--- src/rtl/core/ita_pkg.sv ---
// Shared types, constants and helpers for the integer-to-ASCII field formatter.
package ita_pkg;

    localparam int VALUE_BITS = 32;
    localparam int MAX_FIELD  = 48;
    localparam int MAX_DIGITS = 32;

    localparam int RADIX_W  = 6;
    localparam int FLAGS_W  = 7;
    localparam int CHAR_W   = 8;

    // Divider retires this many quotient bits per cycle.
    localparam int DIV_BITS  = 4;
    localparam int DIV_STEPS = (VALUE_BITS + DIV_BITS - 1) / DIV_BITS;
    localparam int DIV_W     = DIV_STEPS * DIV_BITS;
    localparam int STEP_W    = $clog2(DIV_STEPS + 1);

    localparam int ND_W  = $clog2(VALUE_BITS + 1);
    localparam int CNT_W = $clog2(MAX_FIELD + VALUE_BITS + MAX_DIGITS + 4);

    localparam logic [RADIX_W-1:0] RADIX_MIN = RADIX_W'(2);
    localparam logic [RADIX_W-1:0] RADIX_MAX = RADIX_W'(36);
    localparam logic [RADIX_W-1:0] RADIX_OCT = RADIX_W'(8);
    localparam logic [RADIX_W-1:0] RADIX_HEX = RADIX_W'(16);

    // Bit positions in format_flags.
    localparam int FL_ZERO   = 0;
    localparam int FL_SIGNED = 1;
    localparam int FL_PLUS   = 2;
    localparam int FL_SPACE  = 3;
    localparam int FL_LEFT   = 4;
    localparam int FL_PREFIX = 5;
    localparam int FL_UPPER  = 6;

    localparam logic [CHAR_W-1:0] CH_NUL   = 8'h00;
    localparam logic [CHAR_W-1:0] CH_SPACE = 8'h20;
    localparam logic [CHAR_W-1:0] CH_PLUS  = 8'h2B;
    localparam logic [CHAR_W-1:0] CH_MINUS = 8'h2D;
    localparam logic [CHAR_W-1:0] CH_ZERO  = 8'h30;
    localparam logic [CHAR_W-1:0] CH_UP_A  = 8'h41;
    localparam logic [CHAR_W-1:0] CH_UP_X  = 8'h58;
    localparam logic [CHAR_W-1:0] CH_LO_A  = 8'h61;
    localparam logic [CHAR_W-1:0] CH_LO_X  = 8'h78;

    typedef struct packed {
        logic [31:0]        value;
        logic [RADIX_W-1:0] radix;
        logic [5:0]         fld_width;
        logic [5:0]         min_digits;
        logic [FLAGS_W-1:0] format_flags;
    } t_fmt_req;

    typedef struct packed {
        logic [CHAR_W-1:0] out_char;
        logic              last;
        logic              bad_radix;
    } t_fmt_res;

    typedef struct packed {
        logic push;
        logic pop;
    } t_stk_cmd;

    // Digit value (always below the radix, so below 36) to ASCII.
    function automatic logic [CHAR_W-1:0] digit_char(input logic [RADIX_W-1:0] d,
                                                     input logic upper);
        logic [CHAR_W-1:0] ch;
        if (d < RADIX_W'(10)) begin
            ch = CH_ZERO + CHAR_W'(d);
        end else if (upper) begin
            ch = CH_UP_A + CHAR_W'(d) - CHAR_W'(10);
        end else begin
            ch = CH_LO_A + CHAR_W'(d) - CHAR_W'(10);
        end
        return ch;
    endfunction

endpackage

--- src/rtl/core/ita_div.sv ---
// Iterative restoring divider: value by radix, DIV_BITS quotient bits per cycle.
module ita_div (
    input  logic                                i_clk,
    input  logic                                i_rst_n,
    input  logic                                i_start,
    input  logic [ita_pkg::VALUE_BITS-1:0]      i_dividend,
    input  logic [ita_pkg::RADIX_W-1:0]         i_divisor,
    output logic                                o_done,
    output logic [ita_pkg::VALUE_BITS-1:0]      o_quot,
    output logic [ita_pkg::RADIX_W-1:0]         o_rem
);

    logic [ita_pkg::DIV_W-1:0]   r_q,   n_q;
    logic [ita_pkg::RADIX_W-1:0] r_rem, n_rem;
    logic [ita_pkg::RADIX_W-1:0] r_div;
    logic [ita_pkg::STEP_W-1:0]  r_cnt;
    logic                        r_done;

    // DIV_BITS chained compare/subtract steps on a 7-bit partial remainder.
    always_comb begin
        logic [ita_pkg::RADIX_W:0] trial;
        n_q   = r_q;
        n_rem = r_rem;
        for (int k = 0; k < ita_pkg::DIV_BITS; k++) begin
            trial = {n_rem, n_q[ita_pkg::DIV_W-1]};
            n_q   = {n_q[ita_pkg::DIV_W-2:0], 1'b0};
            if (trial >= {1'b0, r_div}) begin
                trial  = trial - {1'b0, r_div};
                n_q[0] = 1'b1;
            end
            n_rem = trial[ita_pkg::RADIX_W-1:0];
        end
    end

    always_ff @(posedge i_clk) begin
        if (!i_rst_n) begin
            r_cnt  <= '0;
            r_done <= 1'b0;
        end else if (i_start) begin
            r_cnt  <= ita_pkg::STEP_W'(ita_pkg::DIV_STEPS);
            r_done <= 1'b0;
        end else if (r_cnt != '0) begin
            r_cnt  <= r_cnt - 1'b1;
            r_done <= (r_cnt == ita_pkg::STEP_W'(1));
        end else begin
            r_done <= 1'b0;
        end

        if (i_start) begin
            r_q   <= ita_pkg::DIV_W'(i_dividend);
            r_rem <= '0;
            r_div <= i_divisor;
        end else if (r_cnt != '0) begin
            r_q   <= n_q;
            r_rem <= n_rem;
        end
    end

    assign o_done = r_done;
    assign o_quot = r_q[ita_pkg::VALUE_BITS-1:0];
    assign o_rem  = r_rem;

endmodule

--- src/rtl/core/ita_stack.sv ---
// Digit LIFO: digits arrive least significant first and leave most significant first.
module ita_stack (
    input  logic                         i_clk,
    input  ita_pkg::t_stk_cmd            i_cmd,
    input  logic [ita_pkg::RADIX_W-1:0]  i_digit,
    output logic [ita_pkg::RADIX_W-1:0]  o_top
);

    logic [ita_pkg::RADIX_W-1:0] r_stk [ita_pkg::VALUE_BITS];

    always_ff @(posedge i_clk) begin
        if (i_cmd.push) begin
            r_stk[0] <= i_digit;
            for (int i = 1; i < ita_pkg::VALUE_BITS; i++) begin
                r_stk[i] <= r_stk[i-1];
            end
        end else if (i_cmd.pop) begin
            for (int i = 0; i < ita_pkg::VALUE_BITS - 1; i++) begin
                r_stk[i] <= r_stk[i+1];
            end
        end
    end

    assign o_top = r_stk[0];

endmodule

--- src/rtl/core/integer_to_ascii_formatter.sv ---
// Top level: printf-style integer field formatter with digit sequencer and emitter.
//
// One request is taken when start is high and busy is low; busy then stays high
// until the last character of the field has been registered. Characters leave one
// per cycle on o_res, marked by o_strobe, and the receiver must take each one in
// that cycle. A request with a radix outside 2..36 yields one error result in the
// next cycle and keeps busy low. Otherwise each digit comes from one pass of the
// shared divider, which retires 4 quotient bits a cycle, and the emitter then
// sends one character a cycle.
module integer_to_ascii_formatter (
    input  logic              i_clk,
    input  logic              i_rst_n,
    input  logic              start,
    output logic              busy,
    input  ita_pkg::t_fmt_req i_req,
    output logic              o_strobe,
    output ita_pkg::t_fmt_res o_res
);

    typedef enum logic [2:0] {
        S_IDLE,
        S_DSTART,
        S_DWAIT,
        S_LAY1,
        S_LAY2,
        S_EMIT
    } t_state;

    localparam int CW = ita_pkg::CNT_W;
    localparam int VB = ita_pkg::VALUE_BITS;
    localparam int RW = ita_pkg::RADIX_W;
    localparam int NW = ita_pkg::ND_W;

    t_state r_state, n_state;

    logic [VB-1:0]              r_mag, n_mag;
    logic [RW-1:0]              r_radix, n_radix;
    logic [CW-1:0]              r_width, n_width;
    logic [CW-1:0]              r_prec, n_prec;
    logic                       r_zero, n_zero;
    logic                       r_left, n_left;
    logic                       r_upper, n_upper;
    logic                       r_has_sign, n_has_sign;
    logic [ita_pkg::CHAR_W-1:0] r_sign_ch, n_sign_ch;
    logic [1:0]                 r_pfx, n_pfx;
    logic [NW-1:0]              r_nd, n_nd;
    logic [CW-1:0]              r_body, n_body;
    logic [CW-1:0]              r_content, n_content;
    logic [CW-1:0]              r_b_lsp, n_b_lsp;
    logic [CW-1:0]              r_b_sign, n_b_sign;
    logic [CW-1:0]              r_b_pfx, n_b_pfx;
    logic [CW-1:0]              r_b_zero, n_b_zero;
    logic [CW-1:0]              r_b_dig, n_b_dig;
    logic [CW-1:0]              r_end, n_end;
    logic [CW-1:0]              r_pos, n_pos;
    logic                       r_strobe, n_strobe;
    ita_pkg::t_fmt_res          r_res, n_res;

    logic                       div_start;
    logic                       div_done;
    logic [VB-1:0]              div_quot;
    logic [RW-1:0]              div_rem;
    ita_pkg::t_stk_cmd          stk_cmd;
    logic [RW-1:0]              stk_top;

    ita_div u_div (
        .i_clk      (i_clk),
        .i_rst_n    (i_rst_n),
        .i_start    (div_start),
        .i_dividend (r_mag),
        .i_divisor  (r_radix),
        .o_done     (div_done),
        .o_quot     (div_quot),
        .o_rem      (div_rem)
    );

    ita_stack u_stack (
        .i_clk   (i_clk),
        .i_cmd   (stk_cmd),
        .i_digit (div_rem),
        .o_top   (stk_top)
    );

    assign div_start = (r_state == S_DSTART);
    assign busy      = (r_state != S_IDLE);

    always_comb begin
        logic [VB-1:0] raw;
        logic [CW-1:0] pad;
        logic [CW-1:0] tot;
        logic [CW-1:0] nd_ext;

        n_state    = r_state;
        n_mag      = r_mag;
        n_radix    = r_radix;
        n_width    = r_width;
        n_prec     = r_prec;
        n_zero     = r_zero;
        n_left     = r_left;
        n_upper    = r_upper;
        n_has_sign = r_has_sign;
        n_sign_ch  = r_sign_ch;
        n_pfx      = r_pfx;
        n_nd       = r_nd;
        n_body     = r_body;
        n_content  = r_content;
        n_b_lsp    = r_b_lsp;
        n_b_sign   = r_b_sign;
        n_b_pfx    = r_b_pfx;
        n_b_zero   = r_b_zero;
        n_b_dig    = r_b_dig;
        n_end      = r_end;
        n_pos      = r_pos;
        n_strobe   = 1'b0;
        n_res      = r_res;
        stk_cmd    = '0;
        raw        = VB'(i_req.value);
        nd_ext     = CW'(r_nd);
        pad        = '0;
        tot        = '0;

        case (r_state)
            S_IDLE: begin
                if (start) begin
                    if (!(i_req.radix inside {[ita_pkg::RADIX_MIN:ita_pkg::RADIX_MAX]})) begin
                        n_strobe = 1'b1;
                        n_res    = '{out_char: ita_pkg::CH_NUL, last: 1'b1, bad_radix: 1'b1};
                    end else begin
                        n_state = S_DSTART;
                        n_radix = i_req.radix;
                        n_left  = i_req.format_flags[ita_pkg::FL_LEFT];
                        n_zero  = i_req.format_flags[ita_pkg::FL_ZERO]
                                  && !i_req.format_flags[ita_pkg::FL_LEFT];
                        n_upper = i_req.format_flags[ita_pkg::FL_UPPER];
                        n_width = (CW'(i_req.fld_width) > CW'(ita_pkg::MAX_FIELD))
                                  ? CW'(ita_pkg::MAX_FIELD) : CW'(i_req.fld_width);
                        n_prec  = (CW'(i_req.min_digits) > CW'(ita_pkg::MAX_DIGITS))
                                  ? CW'(ita_pkg::MAX_DIGITS) : CW'(i_req.min_digits);
                        n_nd    = '0;
                        n_mag   = raw;
                        n_has_sign = 1'b0;
                        n_sign_ch  = ita_pkg::CH_SPACE;
                        if (i_req.format_flags[ita_pkg::FL_SIGNED]) begin
                            if (raw[VB-1]) begin
                                n_has_sign = 1'b1;
                                n_sign_ch  = ita_pkg::CH_MINUS;
                                n_mag      = '0 - raw;
                            end else if (i_req.format_flags[ita_pkg::FL_PLUS]) begin
                                n_has_sign = 1'b1;
                                n_sign_ch  = ita_pkg::CH_PLUS;
                            end else if (i_req.format_flags[ita_pkg::FL_SPACE]) begin
                                n_has_sign = 1'b1;
                                n_sign_ch  = ita_pkg::CH_SPACE;
                            end
                        end
                        n_pfx = 2'd0;
                        if (i_req.format_flags[ita_pkg::FL_PREFIX]) begin
                            if (i_req.radix == ita_pkg::RADIX_HEX) begin
                                n_pfx = 2'd2;
                            end else if (i_req.radix == ita_pkg::RADIX_OCT) begin
                                n_pfx = 2'd1;
                            end
                        end
                    end
                end
            end
            S_DSTART: begin
                n_state = S_DWAIT;
            end
            S_DWAIT: begin
                if (div_done) begin
                    stk_cmd.push = 1'b1;
                    n_nd         = r_nd + 1'b1;
                    n_mag        = div_quot;
                    n_state      = (div_quot == '0) ? S_LAY1 : S_DSTART;
                end
            end
            S_LAY1: begin
                n_body    = (nd_ext > r_prec) ? nd_ext : r_prec;
                n_content = CW'(r_has_sign) + CW'(r_pfx) + n_body;
                n_state   = S_LAY2;
            end
            S_LAY2: begin
                pad      = (r_width > r_content) ? (r_width - r_content) : '0;
                n_b_lsp  = (r_left || r_zero) ? '0 : pad;
                n_b_sign = n_b_lsp + CW'(r_has_sign);
                n_b_pfx  = n_b_sign + CW'(r_pfx);
                n_b_zero = n_b_pfx + (r_zero ? pad : '0) + (r_body - nd_ext);
                n_b_dig  = n_b_zero + nd_ext;
                tot      = n_b_dig + (r_left ? pad : '0);
                n_end    = (tot > CW'(ita_pkg::MAX_FIELD)) ? CW'(ita_pkg::MAX_FIELD) : tot;
                n_pos    = '0;
                n_state  = S_EMIT;
            end
            S_EMIT: begin
                n_strobe        = 1'b1;
                n_res.bad_radix = 1'b0;
                n_res.last      = (r_pos == r_end - 1'b1);
                if (r_pos < r_b_lsp) begin
                    n_res.out_char = ita_pkg::CH_SPACE;
                end else if (r_pos < r_b_sign) begin
                    n_res.out_char = r_sign_ch;
                end else if (r_pos < r_b_pfx) begin
                    // prefix: "0", then x/X for hex
                    if (r_pos == r_b_sign) begin
                        n_res.out_char = ita_pkg::CH_ZERO;
                    end else begin
                        n_res.out_char = r_upper ? ita_pkg::CH_UP_X : ita_pkg::CH_LO_X;
                    end
                end else if (r_pos < r_b_zero) begin
                    n_res.out_char = ita_pkg::CH_ZERO;
                end else if (r_pos < r_b_dig) begin
                    n_res.out_char = ita_pkg::digit_char(stk_top, r_upper);
                    stk_cmd.pop    = 1'b1;
                end else begin
                    n_res.out_char = ita_pkg::CH_SPACE;
                end
                n_pos = r_pos + 1'b1;
                if (n_res.last) begin
                    n_state = S_IDLE;
                end
            end
            default: begin
                n_state = S_IDLE;
            end
        endcase
    end

    always_ff @(posedge i_clk) begin
        if (!i_rst_n) begin
            r_state  <= S_IDLE;
            r_strobe <= 1'b0;
        end else begin
            r_state  <= n_state;
            r_strobe <= n_strobe;
        end
        r_mag      <= n_mag;
        r_radix    <= n_radix;
        r_width    <= n_width;
        r_prec     <= n_prec;
        r_zero     <= n_zero;
        r_left     <= n_left;
        r_upper    <= n_upper;
        r_has_sign <= n_has_sign;
        r_sign_ch  <= n_sign_ch;
        r_pfx      <= n_pfx;
        r_nd       <= n_nd;
        r_body     <= n_body;
        r_content  <= n_content;
        r_b_lsp    <= n_b_lsp;
        r_b_sign   <= n_b_sign;
        r_b_pfx    <= n_b_pfx;
        r_b_zero   <= n_b_zero;
        r_b_dig    <= n_b_dig;
        r_end      <= n_end;
        r_pos      <= n_pos;
        r_res      <= n_res;
    end

    assign o_strobe = r_strobe;
    assign o_res    = r_res;

endmodule

--- config.mk ---
export PLATFORM = sky130hd
export DESIGN_NAME = integer_to_ascii_formatter
export DESIGN_NICKNAME = d
export VERILOG_FILES = /design/src/rtl/core/ita_pkg.sv /design/src/rtl/core/ita_div.sv /design/src/rtl/core/ita_stack.sv /design/src/rtl/core/integer_to_ascii_formatter.sv
export SDC_FILE = /design/constraint.sdc
export NUM_CORES = 1
export LEC_CHECK = 0
export ABC_AREA = 0
export BUFFER_PORTS_ARGS = -buffer_cell sky130_fd_sc_hd__buf_2
export CORE_ASPECT_RATIO = 0.75
export CORE_MARGIN = 4
export CORE_UTILIZATION = 63
export CTS_CLUSTER_SIZE = 12
export DETAILED_ROUTE_END_ITERATION = 8
export GPL_TIMING_DRIVEN = 0
export PLACE_DENSITY_LB_ADDON = 0.05
export SLEW_MARGIN = 25
export SYNTH_ARGS = -nofsm -noshare
export SYNTH_HDL_FRONTEND = slang
export SYNTH_HIERARCHICAL = 1
export SYNTH_SLANG_ARGS = --single-unit
--- constraint.sdc ---
create_clock -name i_clk -period 8.32 [get_ports i_clk]
set_input_delay 2.08 -clock i_clk [delete_from_list [all_inputs] [get_ports i_clk]]
set_output_delay 2.08 -clock i_clk [all_outputs]
set_load 0.05 [all_outputs]
==> out/results.tsv <==
stage	metric	value	unit
status	status	finished, final reports clean	
place	placed cells	2073	
global_routing	GRT Overall Usage	0.236	
critical_path	CP Class	flop to flop	
routing	DR pass1 iterations	5	
place	final weighted congestion in routability-driven placement	0.890	
synth	number of synthesized flops with an enable pin	367	
floorplan	row cnt	57	
synth	Seq/Total Area, Yosys	0.548	
sta	Slew Limit Headroom	0.326	
synth	multiplexer share of the synthesized area	0.134	
cts	CTS sink cnt	382	
synth	xor and xnor area share after synthesis	0.0406	
critical_path	Setup crit end kind	flop	
routing	DR iter-0 viols	1024	
pwr	Leakage Power	0.00841	uW
cts	H-tree levels	2	
cts	CTS tree	built	
synth	Post-Synthesis Cells	1548	
cts	clock-pin slew on the worst setup and hold paths	0.06	ns
floorplan	I/O pin count	72	
final_layout	filler instances	2276	
routing	DR vias/cell	5.86	
final_layout	Syn-to-layout area delta	12.5	%
global_routing	initial antenna violation count	2	
global_routing	largest net degree at the start of global routing	51	
synth	largest family of logic cells by synthesized area	multiplexers	
global_routing	Congestion Overflow GR	0	
synth	Synth Warn #	6	
critical_path	slowest CP cell	edfxtp_1	
synth	Post-Synth Adder-Cell Area	0.0826	
pwr	Cell Pwr Density	327	nW/um2
min_path	worst min path class	flop to flop	
critical_path	most frequent CP cell	ha_1	
critical_path	worst path arrival time	8.51	ns
critical_path	CP Launch Type	flop	
sta	post-layout minimum cycle time	8.06	ns
pwr	Max IR drop VDD	0.000485	V
critical_path	Buffers & Inverters on Critical Path	3	
place	port buffer count	71	
critical_path	crit path max fanout	10	
critical_path	Crit path required time	8.76	ns
sta	worst-margin pin slew	1.01	ns
cts	hold buffer count at CTS	0	
synth	syn nets	1731	
sta	Setup Skew	0.0242	ns
run	maxcap violations	0	
sta	fmax	0.124	GHz
synth	Seq cells post-synth	382	
place	dpl hpwl	30500	um
final_layout	final std cells w/o fill	2156	
pwr	total power	7600	uW
final_layout	Layout Nets	1869	
cts	CTS Buf Count	40	
critical_path	Crit path largest cell delay	0.52	ns
routing	wire length per cell	19.5	um
cts	CTS Root Cell	clkbuf_16	
routing	antenna viol nets, final	0	
cts	Clock Path Buffers	3	
floorplan	DIE AREA	35800	um2
floorplan	Die X	217	um
synth	Synth async-reset ratio	0	
sta	Final Max Tran Viols	0	
synth	Post-Syn Area per Cell	13.3	um2
routing	Routed WL	42000	um
sta	final hold slack	0.419	ns
synth	Compound-Gate Fraction of Synth Area	0.0794	
global_routing	number of global-route vias before repair	12400	
cts	worst skew pair latency	0.54	ns
synth	Mapped Area	20600	um2
final_layout	share of layout cells above drive strength 1	0.270	
sta	period utilisation layout	0.969	
sta	endpoints failing hold	0	
global_routing	global-route wire length before repair	66700	um
floorplan	Initial Util	0.637	
critical_path	delay-heaviest family, CP	compound AO/OA/AOI/OAI gates	
sta	final setup vio count	0	
synth	Top FF cell, synth	edfxtp_1	
floorplan	Die Y	165	um
final_layout	final core occ	0.717	
routing	DRC	0	
floorplan	core area	32400	um2
routing	detailed-route via count	12600	
synth	number of distinct library cells after synthesis	90	
synth	Synth Area in Simple Gates	0.0809	
## final timing paths
check	startpoint	end	slack, ns	depth (start not counted)
max	u_div/r_div[0]$_DFFE_PP_	u_div/o_rem[0]$_SDFFE_PP0N_	0.26	32
min reg2reg	r_radix[1]$_DFFE_PP_	u_div/r_div[1]$_DFFE_PP_	0.42	0
min	r_radix[1]$_DFFE_PP_	u_div/r_div[1]$_DFFE_PP_	0.42	0
max reg2reg	u_div/r_div[0]$_DFFE_PP_	u_div/o_rem[0]$_SDFFE_PP0N_	0.26	32
## cell usage after synthesis, drive strengths merged, types with 4 or more instances
library cell	n	area [um2]
ha	101	1260
or4	5	37.5
clkbuf	23	86.3
and2	13	87.6
a31oi	6	37.5
or3	5	31.3
mux2	227	2640
fa	22	440
a211o	4	43.8
xor2	33	297
mux2i	13	130
a211oi	11	123
nor3	15	80.1
a21oi	61	324
o21ai	60	300
o21a	11	82.6
nand2	70	263
nor3b	6	45.0
inv	109	409
a221oi	4	41.3
nor4	13	87.6
dfxtp	15	300
edfxtp	367	11000
xnor2	56	517
nand3b	9	67.6
buf	29	194
nor2b	20	133
nand3	16	80.1
nor2	81	314
and3	18	114
o31a	6	52.6
nand2b	17	114
or2	7	43.8
a21o	37	285
## cells by family (layout without fill, tap and decap cells)
group	after synthesis	in the layout
AO/OA/AOI/OAI	238	238
XOR/XNOR	90	90
adder cells (fa/ha/maj)	123	123
buffers and inverters	162	327
flip-flops	382	382
multiplexers	240	240
other	1	2
AND/OR/NAND/NOR	312	312
## metal layers
metal	global-route usage	part of all wire	vias to the layer above
met1	0.373	0.49	6160
met3	0.0423	0.070	66
met2	0.340	0.42	395
met5	0	0	-
li1	-	-	6016
met4	0.0555	0.018	0
## sequential cells by signal (all words and copies together), names as in the netlist, 7 cells and up
name	flops
o_res	10
r_b_dig	7
r_b_lsp	7
r_b_pfx	7
r_b_sign	7
r_b_zero	7
r_content	7
r_end	7
r_mag	32
r_pos	7
u_div/o_quot	32
u_stack/r_stk	192
## layout by cell type, fill, tap and decap left out, types with 43 or more instances in the layout
| cell type | count |
|---|---|
| buf_2 | 88 |
| a21oi_1 | 55 |
| inv_1 | 106 |
| clkbuf_16 | 43 |
| mux2_2 | 204 |
| xnor2_1 | 54 |
| nor2_1 | 79 |
| ha_1 | 97 |
| edfxtp_1 | 367 |
| nand2_1 | 70 |
| o21ai_0 | 56 |
## through the flow
stage / setup slack (ns) / setup TNS (ns) / instance area, um2
floorplan: 0.894 / 0 / 20600
global placement: -0.238 / -0.729 / 21500
detailed placement: -0.276 / -1.09 / 21800
CTS: 0.0740 / 0 / 23100
global route: -0.0138 / -0.0138 / 23200
finish: 0.257 / 0 / 23200
## worst reg2reg max path, delay by kind of cell, from the launching register on
family / cells / cell delay, ns
compound gates: 18 / 4.12
fa+ha+maj: 4 / 1.36
mux: 3 / 1.00
buf+inv: 3 / 0.54
flops: 1 / 0.52
simple gates: 4 / 0.41
## timing repair
action,CTS,global route
pin swaps,1,7
resized for setup,5,18
setup endpoints to repair,7,7
buffers inserted,3,10
## final cells by class
| class | instances | area [um2] | share of cell area |
|---|---|---|---|
| flip-flops and latches | 382 | 11300 | 0.487 |
| clock buffers | 61 | 1170 | 0.0505 |
| diodes | 1 | 2.50 | 0.000108 |
| multi-input cells | 1004 | 8750 | 0.377 |
| repair buffers | 96 | 652 | 0.0281 |
| inverters | 110 | 414 | 0.0178 |
| plain buffers | 52 | 284 | 0.0122 |
| clock inverters | 8 | 73.8 | 0.00318 |
| well taps | 442 | 553 | 0.0238 |
## power by group
part           switching (uW)  leakage [uW]  internal [uW]  total, uW
sequential                148       0.00321           2370       2520
combinational            1760       0.00459           1610       3370
clock                     712      0.000609           1000       1710
(Power assumes the default switching activity.)
